[config.mk]
export PLATFORM = sky130hd
export DESIGN_NAME = transfer_rate_change_monitor
export DESIGN_NICKNAME = d
export VERILOG_FILES = /design/src/sv/trcm_pkg.sv /design/src/sv/transfer_rate_change_monitor.sv
export SDC_FILE = /design/constraint.sdc
export NUM_CORES = 1
export LEC_CHECK = 0
export BUFFER_PORTS_ARGS = -buffer_cell sky130_fd_sc_hd__clkbuf_2
export CAP_MARGIN = 20
export CORE_MARGIN = 1
export CORE_UTILIZATION = 60
export DETAILED_ROUTE_END_ITERATION = 12
export PLACE_DENSITY = 0.8
export SETUP_SLACK_MARGIN = 0.05
export SLEW_MARGIN = 0
export SYNTH_ARGS = -nofsm -noshare
export SYNTH_HDL_FRONTEND = slang
export SYNTH_SLANG_ARGS = --single-unit
[constraint.sdc]
create_clock -name clk -period 5.4 [get_ports clk]
set_input_delay 0.54 -clock clk [delete_from_list [all_inputs] [get_ports clk]]
set_output_delay 0.54 -clock clk [all_outputs]
set_load 0.1 [all_outputs]
[src/sv/trcm_pkg.sv]
// ----------------------------------------------------------------------------
// trcm_pkg
// Types and constants shared by the transfer rate change monitor.
// ----------------------------------------------------------------------------
`default_nettype none

package trcm_pkg;

  localparam int unsigned RATE_W   = 32;
  localparam int unsigned SIZE_W   = 32;
  localparam int unsigned PERIOD_W = 12;
  localparam int unsigned BYTE_SHIFT = 3;
  localparam int unsigned CFG_ADDR_W = 3;
  localparam int unsigned CFG_DATA_W = 32;

  localparam logic OP_TICK  = 1'b0;
  localparam logic OP_CLEAR = 1'b1;

  localparam logic REG_PERIOD    = 1'b0;
  localparam logic REG_THRESHOLD = 1'b1;

  localparam logic [PERIOD_W-1:0] PERIOD_RESET = PERIOD_W'(1);

  typedef struct packed {
    logic              op;
    logic              size_valid;
    logic [SIZE_W-1:0] current_size;
  } trcm_in_t;

  typedef struct packed {
    logic [RATE_W-1:0] rate_bps;
    logic              rate_changed;
  } trcm_out_t;

endpackage

`default_nettype wire

[src/sv/transfer_rate_change_monitor.sv]
// ----------------------------------------------------------------------------
// transfer_rate_change_monitor
// Turns cumulative byte counts into a bits-per-second rate with a bit-serial
// divider and flags rate moves of at least the configured threshold.
// ----------------------------------------------------------------------------
//  channel  | direction | handshake            | payload
//  in_      | input     | in_valid / in_ready  | trcm_in_t  (op, size_valid, current_size)
//  out_     | output    | out_valid/ out_ready | trcm_out_t (rate_bps, rate_changed)
//  cfg_     | input     | APB, pready tied 1   | 0x0 period_seconds, 0x4 change_threshold
//
//  Valid tick: 32 divider steps, one quotient bit per cycle, then difference,
//  magnitude, compare and output load.
//  Clear item and invalid tick: straight from accept to output load, no divider.
//  One item in flight; in_ready is high only while the sequencer is idle.
//  A result waits in the output register while out_ready is low; the next
//  item is accepted meanwhile and holds in its last step until the register frees.
//  Synchronous active-low reset clears all rate state; period resets to 1.
// ----------------------------------------------------------------------------
`default_nettype none

module transfer_rate_change_monitor
  import trcm_pkg::*;
(
  input  wire logic                  clk,
  input  wire logic                  rst_n,
  input  wire logic                  in_valid,
  output logic                       in_ready,
  input  wire trcm_in_t              in_data,
  output logic                       out_valid,
  input  wire logic                  out_ready,
  output trcm_out_t                  out_data,
  input  wire logic                  cfg_psel,
  input  wire logic                  cfg_penable,
  input  wire logic                  cfg_pwrite,
  input  wire logic [CFG_ADDR_W-1:0] cfg_paddr,
  input  wire logic [CFG_DATA_W-1:0] cfg_pwdata,
  output logic [CFG_DATA_W-1:0]      cfg_prdata,
  output logic                       cfg_pready
);

  typedef enum logic [2:0] {
    S_IDLE,
    S_DIV,
    S_DIFF,
    S_MAG,
    S_CMP,
    S_EMIT
  } state_t;

  localparam logic [4:0] LAST_STEP = 5'(RATE_W - 1);

  state_t              state_r;
  logic [4:0]          cnt_r;
  logic [PERIOD_W-1:0] period_r;
  logic [RATE_W-1:0]   threshold_r;
  logic [SIZE_W-1:0]   last_size_r;
  logic [RATE_W-1:0]   current_rate_r;
  logic [RATE_W-1:0]   reference_rate_r;
  logic [RATE_W-1:0]   quo_r;
  logic [PERIOD_W-1:0] rem_r;
  logic [RATE_W-1:0]   diff_r;
  logic [RATE_W-1:0]   mag_r;
  logic                out_valid_r;
  trcm_out_t           out_data_r;
  trcm_out_t           res_r;

  logic                cfg_write;
  logic                in_accept;
  logic                out_free;
  logic [PERIOD_W:0]   rem_sh;
  logic [PERIOD_W:0]   rem_sub;
  logic                rem_ge;
  logic [SIZE_W-1:0]   size_delta;

  assign cfg_pready = 1'b1;
  assign cfg_write  = cfg_psel && cfg_penable && cfg_pwrite && cfg_pready;
  assign cfg_prdata = (cfg_paddr[2] == REG_THRESHOLD) ? threshold_r
                                                       : CFG_DATA_W'(period_r);

  assign in_ready  = (state_r == S_IDLE);
  assign in_accept = in_valid && in_ready;
  assign out_valid = out_valid_r;
  assign out_data  = out_data_r;
  assign out_free  = !out_valid_r || out_ready;

  assign rem_sh     = {rem_r, quo_r[RATE_W-1]};
  assign rem_ge     = (rem_sh >= {1'b0, period_r});
  assign rem_sub    = rem_sh - {1'b0, period_r};
  assign size_delta = in_data.current_size - last_size_r;

  always_ff @(posedge clk) begin
    if (!rst_n) begin
      period_r    <= PERIOD_RESET;
      threshold_r <= '0;
    end else if (cfg_write) begin
      if (cfg_paddr[2] == REG_THRESHOLD) begin
        threshold_r <= cfg_pwdata;
      end else begin
        period_r <= cfg_pwdata[PERIOD_W-1:0];
      end
    end
  end

  always_ff @(posedge clk) begin
    if (!rst_n) begin
      state_r          <= S_IDLE;
      cnt_r            <= '0;
      last_size_r      <= '0;
      current_rate_r   <= '0;
      reference_rate_r <= '0;
      out_valid_r      <= 1'b0;
    end else begin
      if (out_valid_r && out_ready && state_r != S_EMIT) begin
        out_valid_r <= 1'b0;
      end
      unique case (state_r)
        S_IDLE: begin
          if (in_accept) begin
            if (in_data.op == OP_CLEAR) begin
              last_size_r      <= '0;
              current_rate_r   <= '0;
              reference_rate_r <= '0;
              res_r            <= '{rate_bps: '0, rate_changed: 1'b0};
              state_r          <= S_EMIT;
            end else if (in_data.size_valid) begin
              quo_r       <= size_delta << BYTE_SHIFT;
              rem_r       <= '0;
              cnt_r       <= '0;
              last_size_r <= in_data.current_size;
              state_r     <= S_DIV;
            end else begin
              res_r   <= '{rate_bps: current_rate_r, rate_changed: 1'b0};
              state_r <= S_EMIT;
            end
          end
        end
        S_DIV: begin
          quo_r <= {quo_r[RATE_W-2:0], rem_ge};
          rem_r <= rem_ge ? rem_sub[PERIOD_W-1:0] : rem_sh[PERIOD_W-1:0];
          cnt_r <= cnt_r + 5'd1;
          if (cnt_r == LAST_STEP) begin
            state_r <= S_DIFF;
          end
        end
        S_DIFF: begin
          current_rate_r <= quo_r;
          diff_r         <= quo_r - reference_rate_r;
          state_r        <= S_MAG;
        end
        S_MAG: begin
          mag_r   <= diff_r[RATE_W-1] ? (RATE_W'(0) - diff_r) : diff_r;
          state_r <= S_CMP;
        end
        S_CMP: begin
          if (mag_r >= threshold_r) begin
            reference_rate_r <= current_rate_r;
            res_r <= '{rate_bps: current_rate_r, rate_changed: 1'b1};
          end else begin
            res_r <= '{rate_bps: current_rate_r, rate_changed: 1'b0};
          end
          state_r <= S_EMIT;
        end
        S_EMIT: begin
          if (out_free) begin
            out_valid_r <= 1'b1;
            out_data_r  <= res_r;
            state_r     <= S_IDLE;
          end
        end
        default: begin
          state_r <= S_IDLE;
        end
      endcase
    end
  end

  a_div_length: assert property (@(posedge clk) disable iff (!rst_n)
    (state_r == S_DIV && cnt_r == LAST_STEP) |=> (state_r == S_DIFF))
    else $error("divider did not finish after the last step");

  a_clear_zeroes: assert property (@(posedge clk) disable iff (!rst_n)
    (in_accept && in_data.op == OP_CLEAR) |=>
      (last_size_r == '0 && current_rate_r == '0 && reference_rate_r == '0))
    else $error("clear item left rate state nonzero");

  a_ref_update: assert property (@(posedge clk) disable iff (!rst_n)
    (state_r == S_CMP && mag_r >= threshold_r) |=>
      (reference_rate_r == current_rate_r && res_r.rate_changed))
    else $error("reference rate not taken on a flagged change");

  a_emit: assert property (@(posedge clk) disable iff (!rst_n)
    (state_r == S_EMIT && out_free) |=> (out_valid_r && out_data_r == $past(res_r)))
    else $error("result not loaded into the output register");

endmodule

`default_nettype wire

# After elaboration in Yosys (flattened, before gate mapping)
# Cells that the tools add are included.
# totals
reg_bits	320
latchBits	0
mem_bits_rw	0
mem_bits_ro	0
in_bits	76
output_inout_bits	68
mem_count	0
# classes
n_addsub	5
multipliers	0
n_div	0
n_lt_le_gt_ge	2
n_eq_ne	15
shifts	0
n_mux	36
bitwise_logic	1
n_reduce_logical	24
# ops
op	n
32-bit two-way mux	7
32-bit case mux with 2 select lines	3
33-bit two-way mux	3
33-bit case mux with 2 select lines	1
29-bit two-way mux	2
12-bit two-way mux	4
32-bit greater-or-equal comparator	1
1-bit by 32-bit subtractor with 32-bit output (first input constant)	1
32-bit subtractor	1
31-bit two-way mux	1
29-bit subtractor	1
12-bit case mux with 2 select lines	1
3-bit case mux with 6 select lines	1
3-bit two-way mux	5
5-bit two-way mux	3
13-bit by 12-bit greater-or-equal comparator with 1-bit output	1
3-bit AND reduction	4
4-bit AND reduction	3
12-bit subtractor	1
5-bit case mux with 2 select lines	1
2-bit != test (second input constant)	4
2-bit AND reduction	4
2-bit nonzero test	4
3-bit by 2-bit equality test with 1-bit output (second input constant)	2
14 further kinds	24

# Logic depth before layout (Yosys ltp)
# Gate-level depths: netlist (run 1).
# depth
word_depth	5
ltp_mapped	11
depth_no_buf	11

# Least setup slack after synthesis (run 1)
# Ideal clock, no wire load.
# synth_timing
path_type	input to output
startpoint	input port cfg_paddr[2]
endpoint	output port cfg_prdata[1]
arrival_time_ns	3.030
required_time_ns	4.860
slack_ns	1.830
stages	3
n_path_buf	2
path_cell_list	clkbuf_1 -> clkbuf_1 -> o21ai_0
# synth_between
elab_chain_len	1
# synth_lines
item	line_no	rtl
start: declaration	transfer_rate_change_monitor.sv:35	input wire logic [CFG_ADDR_W-1:0] cfg_paddr,
32-bit two-way mux	transfer_rate_change_monitor.sv:77	assign cfg_prdata = (cfg_paddr[2] == REG_THRESHOLD) ? threshold_r
end: declaration	transfer_rate_change_monitor.sv:37	output logic [CFG_DATA_W-1:0] cfg_prdata,
# Every way passes these cells.

# Final worst setup path (run 1)
# layout_timing
startpoint	register period_r[1]
endpoint	register rem_r[10], data pin
# layout_between
elab_chain_len	3
# layout_lines
item	line_no	rtl
start: declaration	transfer_rate_change_monitor.sv:54	logic [PERIOD_W-1:0] period_r;
start signal: assignment	transfer_rate_change_monitor.sv:99	period_r <= cfg_pwdata[PERIOD_W-1:0];
12-bit subtractor or 13-bit by 12-bit greater-or-equal comparator with 1-bit output (tied branches)	transfer_rate_change_monitor.sv:88, transfer_rate_change_monitor.sv:87	
12-bit two-way mux (*)	transfer_rate_change_monitor.sv:139	rem_r <= rem_ge ? rem_sub[PERIOD_W-1:0] : rem_sh[PERIOD_W-1:0];
12-bit case mux with 2 select lines (*)	transfer_rate_change_monitor.sv:116	unique case (state_r)
end signal: assignment	transfer_rate_change_monitor.sv:139	
end: declaration	transfer_rate_change_monitor.sv:60	logic [PERIOD_W-1:0] rem_r;
# Mark *: on every way between the ends. The rest lies on a longest branch, timed or not.
# A chain may end at the register's enable or synchronous reset.

==> flow_summary.ini, run 1 <==
[status]
outcome = finished, final reports clean

[setup_path]
r2r-end = rem_r[10]$_SDFFCE_PN0P_
r2r-start = period_r[1]$_SDFFE_PN0P_
worst-path-max-fanout = 6
startpoint_type = register
reg2reg_depth = 11
cp-end-kind = register
slowest_stage = a2111oi_1
worst-path-buf-inv = 2
worst_path_largest_cell_delay_ns = 0.91
crit_type = reg -> reg
critPathArrivalTime_ns = 3.77
startpoint = period_r[1]$_SDFFE_PN0P_
critPathTopFamily = compound AO/OA/AOI/OAI gates
cp.depth = 11
path_cells = inv_1 > ha_1 > nor2b_1 > o21ai_0 > a21boi_0 > o21ai_0 > a32oi_1 > a2111oi_1 > buf_4 > nor3_1 > o2bb2ai_1
r2r_slack_ns = 1.90
worstPathRequired_ns = 5.67
endpoint = rem_r[10]$_SDFFCE_PN0P_
crit_top_cell = o21ai_0

[power]
ir_drop_v = 0.0002676
cellPowerDensity_nw_per_um2 = 310.8
p_leak_nw = 7.015

[synth]
syn_inst = 1650
async_flop_share_pct = 0
syn_nets = 1835
yosys_warnings = 0
ys_types = 69
synth-main-ff-cell = edfxtp_1
syn_area_per_cell_um2 = 10.06
synth_seq_cells = 320
synth.cell_area_um2 = 16600
synth_edf_count = 174
synth-seq-area-share_pct = 49.08

[clocking]
cts_made_buffers = 35
clockRootBuffer = clkbuf_16
cts_setup_buffers = 0
cts_tree = done
cts_resized = 0
clk_pin_slew_worst_paths_ns = 0.06
cts_max_level = 2
cts_sinks = 320
cts.path.max_buffers = 3
clock_latency_ns = 0.52
cts_hold_buf = 0

[layout]
nets = 1957
areaGrowthSynthToFinish_pct = 12.88
diodes = 0
mostFrequentLayoutCells = nand2_1 (175), edfxtp_1 (174), dfxtp_1 (146), clkbuf_2 (138), inv_1 (127)
fillers = 2046
drive_gt1_share_pct = 12.91
final_common_cell = nand2_1

[floorplanning]
fp-row-count = 60
io_pins = 144
chipWidth_um = 168.3
die_h_um = 168.3
die-area_um2 = 28340
core_region_area_um2 = 27030
initial_core_util_pct = 61.43

[placed_design]
gp_congestion = 0.8636
detailed_place_hpwl_mm = 25.80
pre_cts_ws_ns = 1.802
portBuffers = 137

[routing]
via_per_inst = 5.857
drt_iter0_drc = 922
totalWireLength_mm = 35.94
antenna_left = 0
vias = 12520
drc = 0
post_drt_wl_per_cell_um = 16.81
drt_first_pass_iters = 5

[hold_path]
hold_depth = 3
hp-class = in -> reg

[global_route]
grtUsageTotal_pct = 25.56
grt_pass1_wl_mm = 59.11
grt_pass1_vias = 11950
antenna_found_initial = 0
overflow = 0
grt_max_degree = 65

[timing]
fin_crit_sh_pct = 64.87
worst_pin_slew_ns = 1.126
setup_violations = 0
fin_skew_ns = 0.02061
fin_hold_ws_ns = 0.2626
finalSetupTns_ns = 0
rsz0062_at_grt = false
fmax_mhz = 285.5
post-route-min-period_ns = 3.503
drv_slew = 0
setup_ws_ns = 1.897
slew_headroom_pct = 24.95
hold_viol = 0

[job]
maxCapViolations = 0
synthesized netlist by cell type, types with 3 or more instances:
cell type    n  share of area, %
nand2_1    175               4.0
edfxtp_1   174                31
dfxtp_1    146                18
inv_1      127               2.9
ha_1       106               8.0
nor2_1      89               2.0
a21oi_1     86               2.6
o21ai_0     74               2.2
xnor2_1     65               3.4
a22o_1      63               3.3
clkbuf_1    62               1.4
a21o_1      51               2.3
a21boi_0    50               2.3
nor2b_1     44               1.7
and2_1      39               1.5
a22oi_1     31               1.4
nor3_1      22              0.66
o31ai_1     20              0.90
nand3_1     19              0.57
nand2b_1    16              0.60
xor2_1      16              0.84
nand4_1     14              0.53
o21a_1      11              0.50
or3_1       11              0.41
o211ai_1    10              0.45
a211oi_1     9              0.41
a31oi_1      8              0.30
and3_1       7              0.26
or4_1        7              0.32
o21bai_1     6              0.27
o31a_1       6              0.32
a2111oi_0    5              0.26
buf_1        5              0.11
nor4_1       5              0.19
o41ai_1      5              0.26
a311oi_1     4              0.21
mux2i_1      4              0.24
o221ai_1     4              0.21
or2_2        4              0.15
a211o_1      3              0.16
a31o_2       3              0.16
and4_1       3              0.16
fa_1         3              0.36
nand3b_1     3              0.14
o2111ai_1    3              0.16
worst min-delay path, stage by stage:
cell and delay, ns:
clkbuf_2 0.08, nand2_1 0.04, a21boi_0 0.06
registers in the layout, indices dropped and copies added (netlist names):
name,cells
cnt_r,5
current_rate_r,32
diff_r,32
last_size_r,29
mag_r,32
out_data,33
out_valid,1
period_r,12
quo_r,32
reference_rate_r,32
rem_r,12
res_r,33
state_r,3
threshold_r,32
where the power goes:
part           internal [mW]  switching, mW
clock                   1.31          0.969
combinational          0.298          0.535
sequential              2.66         0.0549
metal layers:
metal	up-vias	wire length (µm)	GRT usage, %
li1	6194	-	-
met1	5887	16620	35.60
met2	383	16510	41.76
met3	59	2082	3.479
met4	0	729	7.431
met5	-	0	0
final cells by class:
type	instances	area (µm²)	area share [%]
clock inverter	20	146.4	0.7811
tap	341	426.7	2.277
timing repair buffer	153	838.3	4.473
sequential	320	8148	43.48
inverter	127	476.7	2.544
clock buffer	42	944.7	5.041
multi-input combinational	1135	7760	41.41
logic make-up after synthesis:
group / after synthesis / synth area share, %
AO/OA/AOI/OAI: 469 / 19.75
XOR/XNOR: 81 / 4.273
adder cells (fa/ha/maj): 109 / 8.350
buffers and inverters: 195 / 4.431
flip-flops: 320 / 49.08
multiplexers: 6 / 0.3768
other: 1 / 0.02259
AND/OR/NAND/NOR: 469 / 13.72
per-stage QoR:
step           instance area (µm²)  utilization [%]  instances  power [mW]
2_1_floorplan                16600                -       1650       3.373
3_3_place_gp                 17590            65.07       2072       3.560
3_5_place_dp                 17640            65.29       2075       3.585
4_1_cts                      18740            69.32       2137       5.853
5_1_grt                      18740            69.34       2138       6.041
6_report                     18740            69.34       2138       5.824
worst min path at each step:
stage                                      start                      endpoint
after floorplan           res_r[0]$_SDFFCE_PN0P_         out_data[0]$_DFFE_PP_
after global placement       res_r[15]$_DFFE_PP_        out_data[15]$_DFFE_PP_
after detailed placement      res_r[3]$_DFFE_PP_         out_data[3]$_DFFE_PP_
after CTS                         cfg_pwdata[30]  threshold_r[30]$_SDFFE_PN0P_
after global routing              cfg_pwdata[21]  threshold_r[21]$_SDFFE_PN0P_
final                             cfg_pwdata[30]  threshold_r[30]$_SDFFE_PN0P_
(Power assumes the default switching activity.)
==> run 2, diff against run 1 <==
--- a/config.mk
+++ b/config.mk
@@ -5,12 +5,13 @@
 export SDC_FILE = /design/constraint.sdc
 export NUM_CORES = 1
 export LEC_CHECK = 0
+export ABC_AREA = 1
 export BUFFER_PORTS_ARGS = -buffer_cell sky130_fd_sc_hd__clkbuf_2
 export CAP_MARGIN = 20
 export CORE_MARGIN = 1
-export CORE_UTILIZATION = 60
+export CORE_UTILIZATION = 55
 export DETAILED_ROUTE_END_ITERATION = 12
-export PLACE_DENSITY = 0.8
+export PLACE_DENSITY = 0.77
 export SETUP_SLACK_MARGIN = 0.05
 export SLEW_MARGIN = 0
 export SYNTH_ARGS = -nofsm -noshare
==> constraint.sdc (replaced) <==
create_clock -name clk -period 3.05 [get_ports clk]
set_input_delay 0.305 -clock clk [delete_from_list [all_inputs] [get_ports clk]]
set_output_delay 0.305 -clock clk [all_outputs]
set_load 0.1 [all_outputs]
==> run 2 against run 1 <==
Against the previous run:
- synthesized area grew 6.0%
- fmax grew 38%
- final area grew 5.4%
- critical path depth shrank 3
- synthesized cell count grew 27%
- die area grew 15%
- cell count grew 24%
- critical path type unchanged
- largest cell class unchanged
==> flow_summary.ini, run 2 <==
[power]
cellPowerDensity_nw_per_um2 = 736.3
ir_drop_v = 0.0004353
p_leak_nw = 8.056

[synth]
ys_types = 63
syn_inst = 2099
synth-main-ff-cell = edfxtp_1
yosys.area.top_type_share_pct = 29.70
syn_nets = 2284
synth.cell_area_um2 = 17590
synth_area_leaders = edfxtp_1 (30%), dfxtp_1 (17%), nand2_1 (8.8%), ha_1 (7.5%), inv_1 (6.1%)
ys_top_cells_by_count = nand2_1 (412), inv_1 (285), a21oi_1 (209)
synth_edf_count = 174
yosys_warnings = 0
synth_seq_cells = 320
yosys.area.top_type = edfxtp_1
async_flop_share_pct = 0
syn_area_per_cell_um2 = 8.382
synth-seq-area-share_pct = 46.31
yosysMostFrequentCell = nand2_1

[placed_design]
gp_congestion = 0.9473
dp.cells = 2580
portBuffers = 137
detailed_place_hpwl_mm = 30.08
placed_area_um2 = 18570

[hold_path]
hp-start = in_data[22]
hp-class = in -> reg
hold_depth = 3

[clocking]
cts_tree = done
cts_resized = 0
cts_max_level = 2
clockRootBuffer = clkbuf_16
cts_hold_buf = 0
clk_pin_slew_worst_paths_ns = 0.06
clock_latency_ns = 0.52
cts_sinks = 320
cts_made_buffers = 36
cts_setup_buffers = 0
cts.path.max_buffers = 3

[routing]
drt_iter0_drc = 899
wl_met1_mm = 17.24
drt_first_pass_iters = 5
dr_wl_met2_mm = 19.37
totalWireLength_mm = 40.31
vias = 14370
antenna_left = 0
post_drt_wl_per_cell_um = 15.23
routed.top_layer = met4
drc = 0
met3_length_mm = 2.275
via_per_inst = 5.429

[layout]
instances_no_fill = 2646
diodes = 0
final_common_cell = nand2_1
drive_gt1_share_pct = 12.52
areaGrowthSynthToFinish_pct = 12.28
mostFrequentLayoutCells = nand2_1 (412), inv_1 (285), a21oi_1 (209), nor2_1 (195), edfxtp_1 (174)
postLayoutCellArea_um2 = 19750
nets = 2402
fillers = 2690

[setup_path]
startpoint = period_r[8]$_SDFFE_PN0P_
critPathArrivalTime_ns = 2.81
worst-path-max-fanout = 21
reg2reg_depth = 8
worst_path_largest_cell_delay_ns = 0.37
path_cells = inv_1 > ha_1 > a21oi_1 > o21ai_0 > a221oi_2 > nand3_2 > inv_1 > a21oi_1
cp-end-kind = register
slowest_stage = ha_1
startpoint_type = register
worstPathRequired_ns = 3.31
crit_type = reg -> reg
r2r-start = period_r[8]$_SDFFE_PN0P_

[timing]
fin_skew_ns = 0.01450
rsz0062_at_grt = false
fin_hold_ws_ns = 0.03245
slew_headroom_pct = 28.09
drv_slew = 0
worst_pin_slew_ns = 1.079
post-route-min-period_ns = 2.547
fin_crit_sh_pct = 83.52
fmax_mhz = 392.6
hold_viol = 0
setup_violations = 0

[global_route]
grt_max_degree = 110
grt_pass1_vias = 13720
grtUsageTotal_pct = 24.74
antenna_found_initial = 0
overflow = 0
grt_pass1_wl_mm = 65.91

[floorplanning]
fp-row-count = 65
chipWidth_um = 180.9
die_h_um = 180.9
core_region_area_um2 = 31470
die-area_um2 = 32710
initial_core_util_pct = 55.90
io_pins = 144

[job]
maxCapViolations = 0

[status]
outcome = finished, final reports clean
==> run 2: cell count changes after synthesis, moves of 44 or more <==
cell / change
nand3_1: +77
a21boi_0: -47
a21oi_1: +123
o21ai_0: +63
nor2b_1: -44
inv_1: +158
nor2_1: +110
a22o_1: -63
nand2_1: +237
==> run 2: cell type report <==
type | instances | area (µm²) | share of cell area, %
inverter | 296 | 1119 | 5.663
multi-input combinational | 1411 | 7996 | 40.48
tap | 402 | 503.0 | 2.546
clock inverter | 18 | 165.2 | 0.8361
sequential | 320 | 8148 | 41.25
clock buffer | 47 | 1003 | 5.080
timing repair buffer | 152 | 818.3 | 4.143
==> run 2: logic make-up (layout without fill, tap and decap cells) <==
family,Yosys count,in the layout,share of synthesized area [%]
DFF,320,320,46.31
adders and majority gates,109,109,7.880
AOI/OAI and AO/OA,447,447,14.71
and+or+nand+nor,775,775,18.60
other,1,1,0.02132
xor gates and xnor gates,79,79,3.933
buffers and inverters,368,513,8.541
==> run 2: worst paths after layout <==
check,slack [ns],to
hold / removal,0.03,last_size_r[22]$_SDFFE_PN0P_
setup reg to reg,0.50,rem_r[0]$_SDFFCE_PN0P_
hold reg to reg,0.42,out_data[15]$_DFFE_PP_
setup / recovery,0.50,rem_r[0]$_SDFFCE_PN0P_
==> run 2: report_power, final <==
group | switching, mW | internal (mW)
combinational | 3.19 | 1.56
sequential | 0.307 | 5.26
clock | 1.73 | 2.51
==> run 2: worst max-delay path, delay by kind of cell (launching register included) <==
| kind | cells | cell delay, ns |
|---|---|---|
| compound gates | 4 | 0.85 |
| buf+inv | 2 | 0.39 |
| simple gates | 1 | 0.37 |
| flops | 1 | 0.30 |
| fa+ha+maj | 1 | 0.37 |
==> run 2: metrics by stage <==
step | worst slack [ns] | utilization (%) | total power [mW] | setup TNS, ns
2_1_floorplan | -0.03326 | - | 9.334 | -0.2661
3_3_place_gp | 0.6347 | 59.00 | 10.24 | 0
3_5_place_dp | 0.5371 | 59.00 | 10.34 | 0
4_1_cts | 0.5163 | 62.71 | 14.61 | 0
5_1_grt | 0.2435 | 62.76 | 15.41 | 0
6_report | 0.5026 | 62.76 | 14.54 | 0
==> run 2: routing by layer <==
| metal | global-route usage [%] | vias to the layer above |
|---|---|---|
| met4 | 10.02 | 0 |
| met3 | 3.931 | 78 |
| li1 | - | 7218 |
| met1 | 31.05 | 6680 |
| met2 | 42.50 | 390 |
| met5 | 0 | - |
